$ cat config.mk
export PLATFORM = sky130hd
export DESIGN_NAME = stable_min_priority_queue
export DESIGN_NICKNAME = d
export VERILOG_FILES = /design/src/hw/rtl/smpq_pkg.sv /design/src/hw/rtl/smpq_store.sv /design/src/hw/rtl/smpq_ctrl.sv /design/src/hw/rtl/stable_min_priority_queue.sv
export SDC_FILE = /design/constraint.sdc
export NUM_CORES = 1
export LEC_CHECK = 0
export BUFFER_PORTS_ARGS = -buffer_cell sky130_fd_sc_hd__buf_4
export CORE_MARGIN = 10
export CORE_UTILIZATION = 27
export CTS_CLUSTER_DIAMETER = 30
export DETAILED_ROUTE_END_ITERATION = 8
export GPL_TIMING_DRIVEN = 0
export PLACE_DENSITY_LB_ADDON = 0.15
export SYNTH_ARGS = -nofsm -noshare
export SYNTH_HDL_FRONTEND = slang
export SYNTH_SLANG_ARGS = --single-unit
$ cat constraint.sdc
create_clock -name clock -period 4.05 [get_ports clock]
set_input_delay 0.6075 -clock clock [delete_from_list [all_inputs] [get_ports clock]]
set_output_delay 0.6075 -clock clock [all_outputs]
set_load 0.005 [all_outputs]
$ cat src/hw/rtl/smpq_pkg.sv
`default_nettype none
// ----------------------------------------------------------------------------
// smpq_pkg
// Shared types and constants of the stable minimum priority queue.
// ----------------------------------------------------------------------------
package smpq_pkg;

   localparam int DEPTH_DEFAULT = 16;

   localparam int ID_W     = 8;
   localparam int PRIO_W   = 8;
   localparam int STATUS_W = 2;
   localparam int OCC_W    = 5;
   localparam int LIMIT_W  = 5;

   localparam logic [LIMIT_W-1:0] SEAT_LIMIT_RESET = 5'd16;

   localparam logic OP_INSERT = 1'b0;
   localparam logic OP_REMOVE = 1'b1;

   typedef enum logic [STATUS_W-1:0] {
      STATUS_INSERTED = 2'd0,
      STATUS_REJECTED = 2'd1,
      STATUS_REMOVED  = 2'd2,
      STATUS_EMPTY    = 2'd3
   } status_type;

   typedef struct packed {
      logic [PRIO_W-1:0] priority_value;
      logic [ID_W-1:0]   requester_id;
   } entry_type;

   typedef enum logic [2:0] {
      ST_IDLE,
      ST_SCAN_RD,
      ST_SCAN_CMP,
      ST_PLACE,
      ST_REMOVE
   } state_type;

endpackage
`default_nettype wire

$ cat src/hw/rtl/smpq_store.sv
`default_nettype none
// ----------------------------------------------------------------------------
// smpq_store
// Entry memory: one write port, one read port with registered read data.
// ----------------------------------------------------------------------------
module smpq_store #(
   parameter int DEPTH = 16,
   parameter int PTR_W = 4
) (
   input  wire logic               clock,
   input  wire logic               wr_en,
   input  wire logic [PTR_W-1:0]   wr_addr,
   input  wire smpq_pkg::entry_type wr_data,
   input  wire logic [PTR_W-1:0]   rd_addr,
   output smpq_pkg::entry_type     rd_data
);
   import smpq_pkg::*;

   entry_type mem [DEPTH];
   entry_type rd_data_ff;

   always_ff @(posedge clock) begin
      if (wr_en) begin
         mem[wr_addr] <= wr_data;
      end
   end

   always_ff @(posedge clock) begin
      rd_data_ff <= mem[rd_addr];
   end

   assign rd_data = rd_data_ff;

endmodule
`default_nettype wire

$ cat src/hw/rtl/smpq_ctrl.sv
`default_nettype none
// ----------------------------------------------------------------------------
// smpq_ctrl
// Sequencer: circular store pointers, insertion scan from the tail with
// shift-up, head removal, and the registered response word.
// ----------------------------------------------------------------------------
module smpq_ctrl #(
   parameter int DEPTH = 16,
   parameter int PTR_W = 4,
   parameter int CNT_W = 5
) (
   input  wire logic                         clock,
   input  wire logic                         reset,
   input  wire logic                         start,
   output logic                              busy,
   input  wire logic                         req_operation,
   input  wire logic [smpq_pkg::ID_W-1:0]    req_requester_id,
   input  wire logic [smpq_pkg::PRIO_W-1:0]  req_priority_value,
   input  wire logic [smpq_pkg::LIMIT_W-1:0] seat_limit,
   output logic                              mem_wr_en,
   output logic [PTR_W-1:0]                  mem_wr_addr,
   output smpq_pkg::entry_type               mem_wr_data,
   output logic [PTR_W-1:0]                  mem_rd_addr,
   input  wire smpq_pkg::entry_type          mem_rd_data,
   output logic                              rsp_strobe,
   output logic [smpq_pkg::STATUS_W-1:0]     rsp_status,
   output logic [smpq_pkg::ID_W-1:0]         rsp_served_id,
   output logic [smpq_pkg::PRIO_W-1:0]       rsp_served_priority,
   output logic [smpq_pkg::OCC_W-1:0]        rsp_occupancy
);
   import smpq_pkg::*;

   localparam int CMP_W = (CNT_W > LIMIT_W) ? CNT_W : LIMIT_W;
   localparam logic [PTR_W-1:0] LAST_PTR = PTR_W'(DEPTH - 1);

   function automatic logic [PTR_W-1:0] ptr_next(input logic [PTR_W-1:0] p);
      return (p == LAST_PTR) ? '0 : p + 1'b1;
   endfunction

   function automatic logic [PTR_W-1:0] ptr_prev(input logic [PTR_W-1:0] p);
      return (p == '0) ? LAST_PTR : p - 1'b1;
   endfunction

   state_type state_ff, state_in;

   logic [PTR_W-1:0] head_ff, head_in;
   logic [PTR_W-1:0] tail_ff, tail_in;
   logic [CNT_W-1:0] count_ff, count_in;
   logic [PTR_W-1:0] scan_ff, scan_in;
   logic [PTR_W-1:0] place_ff, place_in;
   entry_type        new_ff, new_in;

   logic                rsp_strobe_ff, rsp_strobe_in;
   status_type          rsp_status_ff, rsp_status_in;
   logic [ID_W-1:0]     rsp_id_ff, rsp_id_in;
   logic [PRIO_W-1:0]   rsp_prio_ff, rsp_prio_in;
   logic [OCC_W-1:0]    rsp_occ_ff, rsp_occ_in;

   logic accept;
   logic full;
   logic scan_at_head;
   logic shift_up;

   assign accept       = start && (state_ff == ST_IDLE);
   assign full         = (CMP_W'(count_ff) >= CMP_W'(seat_limit))
                         || (count_ff == CNT_W'(DEPTH));
   assign scan_at_head = (scan_ff == head_ff);
   assign shift_up     = (mem_rd_data.priority_value > new_ff.priority_value);

   // next state
   always_comb begin
      state_in = state_ff;
      unique case (state_ff)
         ST_IDLE: begin
            if (accept) begin
               if (req_operation == OP_INSERT) begin
                  if (full) begin
                     state_in = ST_IDLE;
                  end else if (count_ff == '0) begin
                     state_in = ST_PLACE;
                  end else begin
                     state_in = ST_SCAN_RD;
                  end
               end else if (count_ff != '0) begin
                  state_in = ST_REMOVE;
               end
            end
         end
         ST_SCAN_RD: begin
            state_in = ST_SCAN_CMP;
         end
         ST_SCAN_CMP: begin
            if (shift_up && !scan_at_head) begin
               state_in = ST_SCAN_RD;
            end else begin
               state_in = ST_PLACE;
            end
         end
         ST_PLACE: begin
            state_in = ST_IDLE;
         end
         ST_REMOVE: begin
            state_in = ST_IDLE;
         end
         default: begin
            state_in = ST_IDLE;
         end
      endcase
   end

   // datapath and outputs
   always_comb begin
      head_in       = head_ff;
      tail_in       = tail_ff;
      count_in      = count_ff;
      scan_in       = scan_ff;
      place_in      = place_ff;
      new_in        = new_ff;
      mem_wr_en     = 1'b0;
      mem_wr_addr   = place_ff;
      mem_wr_data   = new_ff;
      mem_rd_addr   = (state_ff == ST_SCAN_RD) ? scan_ff : head_ff;
      rsp_strobe_in = 1'b0;
      rsp_status_in = rsp_status_ff;
      rsp_id_in     = rsp_id_ff;
      rsp_prio_in   = rsp_prio_ff;
      rsp_occ_in    = rsp_occ_ff;
      unique case (state_ff)
         ST_IDLE: begin
            if (accept) begin
               new_in.requester_id   = req_requester_id;
               new_in.priority_value = req_priority_value;
               rsp_id_in             = '0;
               rsp_prio_in           = '0;
               rsp_occ_in            = OCC_W'(count_ff);
               if (req_operation == OP_INSERT) begin
                  if (full) begin
                     rsp_strobe_in = 1'b1;
                     rsp_status_in = STATUS_REJECTED;
                  end else begin
                     place_in = tail_ff;
                     scan_in  = ptr_prev(tail_ff);
                  end
               end else if (count_ff == '0) begin
                  rsp_strobe_in = 1'b1;
                  rsp_status_in = STATUS_EMPTY;
               end
            end
         end
         ST_SCAN_RD: begin
         end
         ST_SCAN_CMP: begin
            if (shift_up) begin
               mem_wr_en   = 1'b1;
               mem_wr_addr = ptr_next(scan_ff);
               mem_wr_data = mem_rd_data;
               place_in    = scan_ff;
               scan_in     = ptr_prev(scan_ff);
            end else begin
               place_in = ptr_next(scan_ff);
            end
         end
         ST_PLACE: begin
            mem_wr_en     = 1'b1;
            mem_wr_addr   = place_ff;
            mem_wr_data   = new_ff;
            tail_in       = ptr_next(tail_ff);
            count_in      = count_ff + 1'b1;
            rsp_strobe_in = 1'b1;
            rsp_status_in = STATUS_INSERTED;
            rsp_id_in     = '0;
            rsp_prio_in   = '0;
            rsp_occ_in    = OCC_W'(count_ff + 1'b1);
         end
         ST_REMOVE: begin
            head_in       = ptr_next(head_ff);
            count_in      = count_ff - 1'b1;
            rsp_strobe_in = 1'b1;
            rsp_status_in = STATUS_REMOVED;
            rsp_id_in     = mem_rd_data.requester_id;
            rsp_prio_in   = mem_rd_data.priority_value;
            rsp_occ_in    = OCC_W'(count_ff - 1'b1);
         end
         default: begin
         end
      endcase
   end

   always_ff @(posedge clock) begin
      if (reset) begin
         state_ff      <= ST_IDLE;
         head_ff       <= '0;
         tail_ff       <= '0;
         count_ff      <= '0;
         rsp_strobe_ff <= 1'b0;
      end else begin
         state_ff      <= state_in;
         head_ff       <= head_in;
         tail_ff       <= tail_in;
         count_ff      <= count_in;
         rsp_strobe_ff <= rsp_strobe_in;
      end
   end

   always_ff @(posedge clock) begin
      scan_ff       <= scan_in;
      place_ff      <= place_in;
      new_ff        <= new_in;
      rsp_status_ff <= rsp_status_in;
      rsp_id_ff     <= rsp_id_in;
      rsp_prio_ff   <= rsp_prio_in;
      rsp_occ_ff    <= rsp_occ_in;
   end

   assign busy                = (state_ff != ST_IDLE);
   assign rsp_strobe          = rsp_strobe_ff;
   assign rsp_status          = rsp_status_ff;
   assign rsp_served_id       = rsp_id_ff;
   assign rsp_served_priority = rsp_prio_ff;
   assign rsp_occupancy       = rsp_occ_ff;

endmodule
`default_nettype wire

$ cat src/hw/rtl/stable_min_priority_queue.sv
`default_nettype none
// ----------------------------------------------------------------------------
// stable_min_priority_queue
// Request scheduler holding up to DEPTH requests sorted by ascending
// priority value, equal values in arrival order.
//
// Request channel: a word (req_operation, req_requester_id,
// req_priority_value) is taken on a clock edge with start high and busy low.
// Operation insert places the request behind every waiting entry of equal or
// lower value; operation remove hands out the head entry.
// Response channel: one word per request, shown for one cycle with
// rsp_strobe high; the receiver has no way to stall it.
// Configuration: csr_wr_en writes csr_wr_data into the seat limit at once.
// Reject and empty-remove answer from the idle state; remove reads the
// head entry, then answers; insert scans from the tail toward the head,
// each visited entry passing a read and a compare state that moves it up
// one slot if its value is higher, stops at the first entry of equal or
// lower value or at the head (no scan when empty), then places the entry
// and answers. Busy stays high until the response is shown.
// Reset (synchronous) empties the queue and sets the seat limit to 16; the
// entry memory is not cleared; read data is used only from occupied slots.
// ----------------------------------------------------------------------------
module stable_min_priority_queue #(
   parameter int DEPTH = smpq_pkg::DEPTH_DEFAULT
) (
   input  wire logic                          clock,
   input  wire logic                          reset,
   input  wire logic                          start,
   output logic                               busy,
   input  wire logic                          req_operation,
   input  wire logic [smpq_pkg::ID_W-1:0]     req_requester_id,
   input  wire logic [smpq_pkg::PRIO_W-1:0]   req_priority_value,
   output logic                               rsp_strobe,
   output logic [smpq_pkg::STATUS_W-1:0]      rsp_status,
   output logic [smpq_pkg::ID_W-1:0]          rsp_served_id,
   output logic [smpq_pkg::PRIO_W-1:0]        rsp_served_priority,
   output logic [smpq_pkg::OCC_W-1:0]         rsp_occupancy,
   input  wire logic                          csr_wr_en,
   input  wire logic [smpq_pkg::LIMIT_W-1:0]  csr_wr_data
);
   import smpq_pkg::*;

   localparam int PTR_W = (DEPTH > 1) ? $clog2(DEPTH) : 1;
   localparam int CNT_W = $clog2(DEPTH + 1);

   logic [LIMIT_W-1:0] seat_limit_ff;
   logic               mem_wr_en;
   logic [PTR_W-1:0]   mem_wr_addr;
   entry_type          mem_wr_data;
   logic [PTR_W-1:0]   mem_rd_addr;
   entry_type          mem_rd_data;

   always_ff @(posedge clock) begin
      if (reset) begin
         seat_limit_ff <= SEAT_LIMIT_RESET;
      end else if (csr_wr_en) begin
         seat_limit_ff <= csr_wr_data;
      end
   end

   smpq_store #(
      .DEPTH (DEPTH),
      .PTR_W (PTR_W)
   ) u_store (
      .clock   (clock),
      .wr_en   (mem_wr_en),
      .wr_addr (mem_wr_addr),
      .wr_data (mem_wr_data),
      .rd_addr (mem_rd_addr),
      .rd_data (mem_rd_data)
   );

   smpq_ctrl #(
      .DEPTH (DEPTH),
      .PTR_W (PTR_W),
      .CNT_W (CNT_W)
   ) u_ctrl (
      .clock               (clock),
      .reset               (reset),
      .start               (start),
      .busy                (busy),
      .req_operation       (req_operation),
      .req_requester_id    (req_requester_id),
      .req_priority_value  (req_priority_value),
      .seat_limit          (seat_limit_ff),
      .mem_wr_en           (mem_wr_en),
      .mem_wr_addr         (mem_wr_addr),
      .mem_wr_data         (mem_wr_data),
      .mem_rd_addr         (mem_rd_addr),
      .mem_rd_data         (mem_rd_data),
      .rsp_strobe          (rsp_strobe),
      .rsp_status          (rsp_status),
      .rsp_served_id       (rsp_served_id),
      .rsp_served_priority (rsp_served_priority),
      .rsp_occupancy       (rsp_occupancy)
   );

endmodule
`default_nettype wire
==> results.cfg, run 1 <==
[detailed_routing]
wire_per_inst_um = 20.1
drt_first_pass_iters = 5
viasPerCell = 4.62
drc = 0
ant_nets = 0
drt-total-wl_mm = 38.0
drt_iter0_drc = 550
via_count = 8747

[power]
comb_power_share = 0.058
ir_worst_vdd_uv = 298
total_power_mw = 11.3
power_frac_clock = 0.586
switching_share = 0.219
leakagePower_nw = 6.74
power.share.sequential = 0.356
p_sw_mw = 2.47
p_per_area_mw_per_mm2 = 599
p_int_mw = 8.80

[placed_design]
place_inst = 1735
dp_hpwl_mm = 26.3
gp_congestion = 0.796
numPortBuffers = 48

[synth]
synth_nets = 1032
synth_compound_area_frac = 0.0913
yosysSeqAreaShare = 0.690
synth_top_family_by_area = simple AND/OR/NAND/NOR gates
synth_seq_cells = 341
synth_area_sq_mm = 0.0143
yosys_warnings = 0
yosysUniqueCellTypes = 69
synth_fa_ha_area_frac = 0.0201
syn-instance-count = 983
synth.area.mux_share = 0.0670
synth_xor_area_frac = 0.00858
synthFlopType = edfxtp_1
async_reset_ff_frac = 0
synthSimpleGateAreaFrac = 0.0924
synth_edf_count = 303
syn_avg_cell_area_sq_um = 14.5

[timing]
hold_viol = 0
timing.final.crit_share = 0.911
fmax_ghz = 0.271
final.min_clock_period_ns = 3.69
skew_ns = 0.0327
max_slew.worst_pin.slew_ns = 1.04
rsz0062_at_grt = false
tns_ns = 0
finalMaxSlewViolations = 0
worst_slew_margin_rel = 0.300
holdWs_ns = 0.188
finalSetupViolations = 0

[floorplanning]
dieWidth_um = 250
die_h_um = 250
pin_count = 51
start_util = 0.272
coreArea_sq_mm = 0.0526
num_rows = 84
dieArea_sq_mm = 0.0626

[critical_path]
crit_path_end_kind = register
cp_num_buf_inv = 2
worstPathRequired_ns = 4.31
cp_slowest_cell = nor2_1
reg2reg_slack_ns = 0.36
cp_top_family = simple AND/OR/NAND/NOR gates
path_max_fanout = 16
worstSetupPathType = register to register
path_cells = inv_1 -> ha_1 -> nor2b_1 -> o211ai_1 -> a2111oi_4 -> nor2_1 -> buf_2 -> mux2_2
cp-start-kind = register
critical-path-max-stage-delay_ns = 0.76
crit_arrival_ns = 3.95

[global_routing]
grt_pass1_wl_mm = 57.6
antenna_found_initial = 2
grt_pass1_vias = 8998
overflow = 0
gr-usage-all-layers = 0.120
grt_max_degree = 22

[final_layout]
final_nets = 1184
layout-drive-gt1-share = 0.237
diodes = 0
area_delta_synth_final_pct = 31.6
stdcell_count = 1893
fill_cells = 5057

[clock_tree]
postCtsSetupBuffers = 0
clkTransAtPathRegs_ns = 0.04
cts_tree = yes
clockRootBuffer = clkbuf_16
cts_resized = 0
worstSkewPairLatency_ns = 0.60
cts_hold_buf = 0
clk_path_buf_depth = 3
htreeDepth = 3
cts_made_buffers = 86
cts.sink_count = 341

[worst_hold_path]
hp-class = input port to register

[status]
status = completed

[run]
max_cap_violations = 0
layer usage:
layer,track usage,vias up,share of wire
li1,-,4149,-
met1,0.166,4368,0.49
met2,0.182,180,0.45
met3,0.0242,50,0.040
met4,0.0463,0,0.018
met5,0,-,0
per-stage QoR:
step	utilization	setup slack (ns)	area (sq um)
CTS	0.358	0.277	18800
finish	0.358	0.360	18800
global route	0.358	0.234	18800
detailed placement	0.304	0.326	16000
floorplan	-	0.354	14300
global placement	0.295	-1.65	15500
area by class of cell:
cell class                      count  area [sq um]  share of cell area
Sequential cell                   341          9860               0.524
Multi-Input combinational cell    558          4190               0.223
Clock buffer                      109          2340               0.124
Tap cell                          688           861              0.0458
Timing Repair Buffer               64           601              0.0319
Clock inverter                     49           515              0.0274
Buffer                             54           332              0.0176
Inverter                           30           113             0.00598
cell usage in the layout (no fill, tap or decap), types with 9 or more instances in the layout:
master and count:
bufinv_16 9, ha_1 23, inv_1 30, clkinv_2 18
buf_4 57, clkbuf_1 35, a32oi_1 56, dfxtp_1 38
o21ai_0 16, a21oi_1 19, buf_8 16, edfxtp_1 303
o211ai_1 19, nor2_1 28, and2_1 20, mux2_2 23
and4_1 15, nand2_1 140, xnor2_1 10, clkinv_1 16
clkbuf_16 88, mux2i_1 67, buf_2 15
power groups by stage:
stage | Sequential (mW) | Clock [mW] | Combinational [mW]
after floorplan | 4.06 | 0 | 0.383
after global placement | 4.08 | 0 | 0.629
after detailed placement | 4.08 | 0 | 0.663
after CTS | 4.02 | 6.74 | 0.665
after global routing | 4.03 | 6.94 | 0.718
final | 4.02 | 6.60 | 0.652
logic make-up after synthesis:
kind of cell,Yosys count
AOI/OAI and AO/OA,168
and+or+nand+nor,261
adders and majority gates,23
xor gates and xnor gates,14
buffers and inverters,84
DFF,341
muxes,92
worst register-to-register path, stage by stage (launching register included):
cell	delay, ns
edfxtp_1	0.42
inv_1	0.08
ha_1	0.23
nor2b_1	0.14
o211ai_1	0.55
a2111oi_4	0.17
nor2_1	0.76
buf_2	0.46
mux2_2	0.54
registers in the layout, indices dropped and copies added (netlist names):
name	count
u_ctrl.rsp_served_id	8
u_ctrl.tail_ff	4
u_ctrl.scan_ff	4
u_ctrl.rsp_occupancy	5
u_ctrl.rsp_served_priority	8
u_ctrl.head_ff	4
seat_limit_ff	5
u_ctrl.place_ff	4
u_ctrl.count_ff	5
u_ctrl.rsp_status	2
u_ctrl.new_ff	16
u_store.rd_data	16
u_store.mem	256
u_ctrl.rsp_strobe	1
u_ctrl.state_ff	3
Yosys cell counts, drive strengths merged, types with 21 or more instances:
library cell	instances	area [sq um]
o211ai	21	168
and2	21	131
mux2	24	274
a32oi	56	490
dfxtp	38	761
buf	34	256
nand2	140	526
edfxtp	303	9100
ha	23	288
nor2	33	136
inv	30	113
mux2i	68	684
final timing paths:
check | from | endpoint | cells past startpoint
min | req_requester_id[3] | u_ctrl.new_ff[3] | 1
max reg2reg | u_ctrl.new_ff[9] | u_store.mem[12][13] | 8
max | u_ctrl.new_ff[9] | u_store.mem[12][13] | 8
min reg2reg | seat_limit_ff[3] | seat_limit_ff[3] | 2
Power figures use the tool's default switching activity.
==> run 2: changes to the inputs <==
--- a/config.mk
+++ b/config.mk
@@ -7,7 +7,7 @@
 export LEC_CHECK = 0
 export BUFFER_PORTS_ARGS = -buffer_cell sky130_fd_sc_hd__buf_4
 export CORE_MARGIN = 10
-export CORE_UTILIZATION = 27
+export CORE_UTILIZATION = 61
 export CTS_CLUSTER_DIAMETER = 30
 export DETAILED_ROUTE_END_ITERATION = 8
 export GPL_TIMING_DRIVEN = 0
==> run 2 against run 1 <==
Non-clock buffer count increased by 1. Maximum frequency shrank 2.5%. Clock-buffer cell count down 48. Cell area down 8.0%. Sequential share of layout area is 4.6 points higher. Total power shrank 16%. Critical path depth up 1. Global-route usage is 9.3 points higher. Clock skew shrank 0.016 ns. First-iteration DRC count rose by 69%. Worst setup slack lost 0.095 ns. Highest routed layer unchanged.
==> results.cfg, run 2 (same netlist as run 1, synthesis figures left out) <==
[clock_tree]
cts.sink_count = 341
clockRootBuffer = clkbuf_16
htreeDepth = 2
worstSkewPairLatency_ns = 0.57
clk_path_buf_depth = 3
cts_resized = 0
clkTransAtPathRegs_ns = 0.05
cts_tree = yes
postCtsSetupBuffers = 0
cts_made_buffers = 56
cts_hold_buf = 0

[detailed_routing]
ant_nets = 0
drt_iter0_drc = 928
viasPerCell = 6.15
via_count = 9029
drt-total-wl_mm = 32.7
drc = 0
wire_per_inst_um = 22.3
drt_first_pass_iters = 8

[floorplanning]
dieArea_sq_mm = 0.0300
coreArea_sq_mm = 0.0228
die_h_um = 173
dieWidth_um = 173
num_rows = 55
pin_count = 51
start_util = 0.626

[global_routing]
busiest_layer = met2
grt_use_met1 = 0.303
use_met2 = 0.326
grt_util_met3 = 0.0457
gr-usage-all-layers = 0.213
grt_max_degree = 22
grt_pass1_vias = 8699
grt_pass1_wl_mm = 50.6
overflow = 0
antenna_found_initial = 1

[critical_path]
reg2regPathDepth = 9
path_cells = inv_1 -> ha_1 -> nand4_1 -> nand2b_1 -> and3_1 -> buf_6 -> or4_1 -> a221oi_2 -> buf_4
path_max_fanout = 11
worstPathRequired_ns = 4.31
cp-start-kind = register
cp_slowest_cell = a221oi_2
cp_top_family = simple AND/OR/NAND/NOR gates
worstSetupPathType = register to register
cp_num_buf_inv = 3
cp.depth = 9
crit_path_end_kind = register
critical-path-max-stage-delay_ns = 0.80
crit_arrival_ns = 4.05
reg2reg_slack_ns = 0.27

[final_layout]
diodes = 0
layout-drive-gt1-share = 0.216
area_delta_synth_final_pct = 21.0
post-route-util = 0.757
fill_cells = 1363
layout_common_cells = edfxtp_1, nand2_1, buf_4
final_common_cell = edfxtp_1
largest_register_ffs = 256
regMostFlops = u_store.mem
final_nets = 1155
stdcell_count = 1467

[power]
p_per_area_mw_per_mm2 = 548
total_power_mw = 9.49
leakagePower_nw = 6.19
ir_worst_vdd_uv = 510

[status]
status = completed

[timing]
tns_ns = 0
final.min_clock_period_ns = 3.78
hold_viol = 0
worst_slew_margin_rel = 0.246
max_slew.worst_pin.slew_ns = 1.12
rsz0062_at_grt = false
timing.final.crit_share = 0.935
finalMaxSlewViolations = 0
skew_ns = 0.0167
fmax_ghz = 0.264
finalSetupViolations = 0

[worst_hold_path]
hold_depth = 1
hp-class = input port to register

[placed_design]
place_inst = 1361
numPortBuffers = 48
gp_congestion = 0.892
dp_hpwl_mm = 22.3

[run]
max_cap_violations = 0
==> run 2: cell types whose count changed in the layout (fill, tap and decap cells not counted), moves of 4 or more <==
cell,previous run,this run
a221oi_2,0,6
a221oi_4,8,2
a22oi_1,4,8
a22oi_2,8,4
buf_4,57,68
buf_8,16,6
clkbuf_1,35,25
clkbuf_16,88,56
clkbuf_8,6,0
clkinv_1,16,7
clkinv_2,18,5
clkinv_4,0,6
clkinvlp_4,1,10
inv_6,1,5
==> run 2: path summary, 6_finish.rpt <==
path	startpoint	end
min reg2reg	seat_limit_ff[3]	seat_limit_ff[3]
min	req_priority_value[7]	u_ctrl.new_ff[15]
max reg2reg	u_ctrl.new_ff[15]	u_store.mem[1][5]
max	u_ctrl.new_ff[15]	u_store.mem[1][5]
==> run 2: metal layers <==
| layer | vias up | share of wire | routed length [um] |
|---|---|---|---|
| met1 | 4438 | 0.44 | 14300 |
| met2 | 472 | 0.45 | 14800 |
| li1 | 4074 | - | - |
| met3 | 45 | 0.092 | 2990 |
| met4 | 0 | 0.018 | 583 |
| met5 | - | 0 | 0 |
==> run 2: stage by stage <==
| stage | setup slack, ns | hold WS, ns | area, sq um |
|---|---|---|---|
| 2_1_floorplan | 0.354 | 0.460 | 14300 |
| 3_3_place_gp | -1.18 | 0.477 | 15100 |
| 3_5_place_dp | 0.155 | 0.490 | 15300 |
| 4_1_cts | 0.115 | 0.193 | 17300 |
| 5_1_grt | 0.145 | 0.196 | 17300 |
| 6_report | 0.265 | 0.210 | 17300 |
==> run 2: worst reg2reg max path, cell delays in order, from the launching register on <==
cell and delay [ns]:
edfxtp_1 0.37, inv_1 0.06, ha_1 0.32, nand4_1 0.26, nand2b_1 0.31, and3_1 0.24, buf_6 0.15, or4_1 0.62
a221oi_2 0.80, buf_4 0.35
==> run 2: cell type report <==
| type | instances | area (sq um) | area share |
|---|---|---|---|
| Sequential cell | 341 | 9860 | 0.570 |
| Multi-Input combinational cell | 558 | 4100 | 0.237 |
| Clock buffer | 61 | 1420 | 0.0821 |
| Clock inverter | 45 | 559 | 0.0323 |
| Timing Repair Buffer | 65 | 533 | 0.0308 |
| Tap cell | 313 | 392 | 0.0226 |
| Buffer | 54 | 332 | 0.0192 |
| Inverter | 30 | 113 | 0.00651 |
==> run 2: report_power, final <==
group	leakage [nW]	internal (mW)	switching [mW]	total, mW
Combinational	2.20	0.215	0.412	0.627
Sequential	3.06	3.97	0.0365	4.00
Clock	0.931	3.15	1.71	4.86
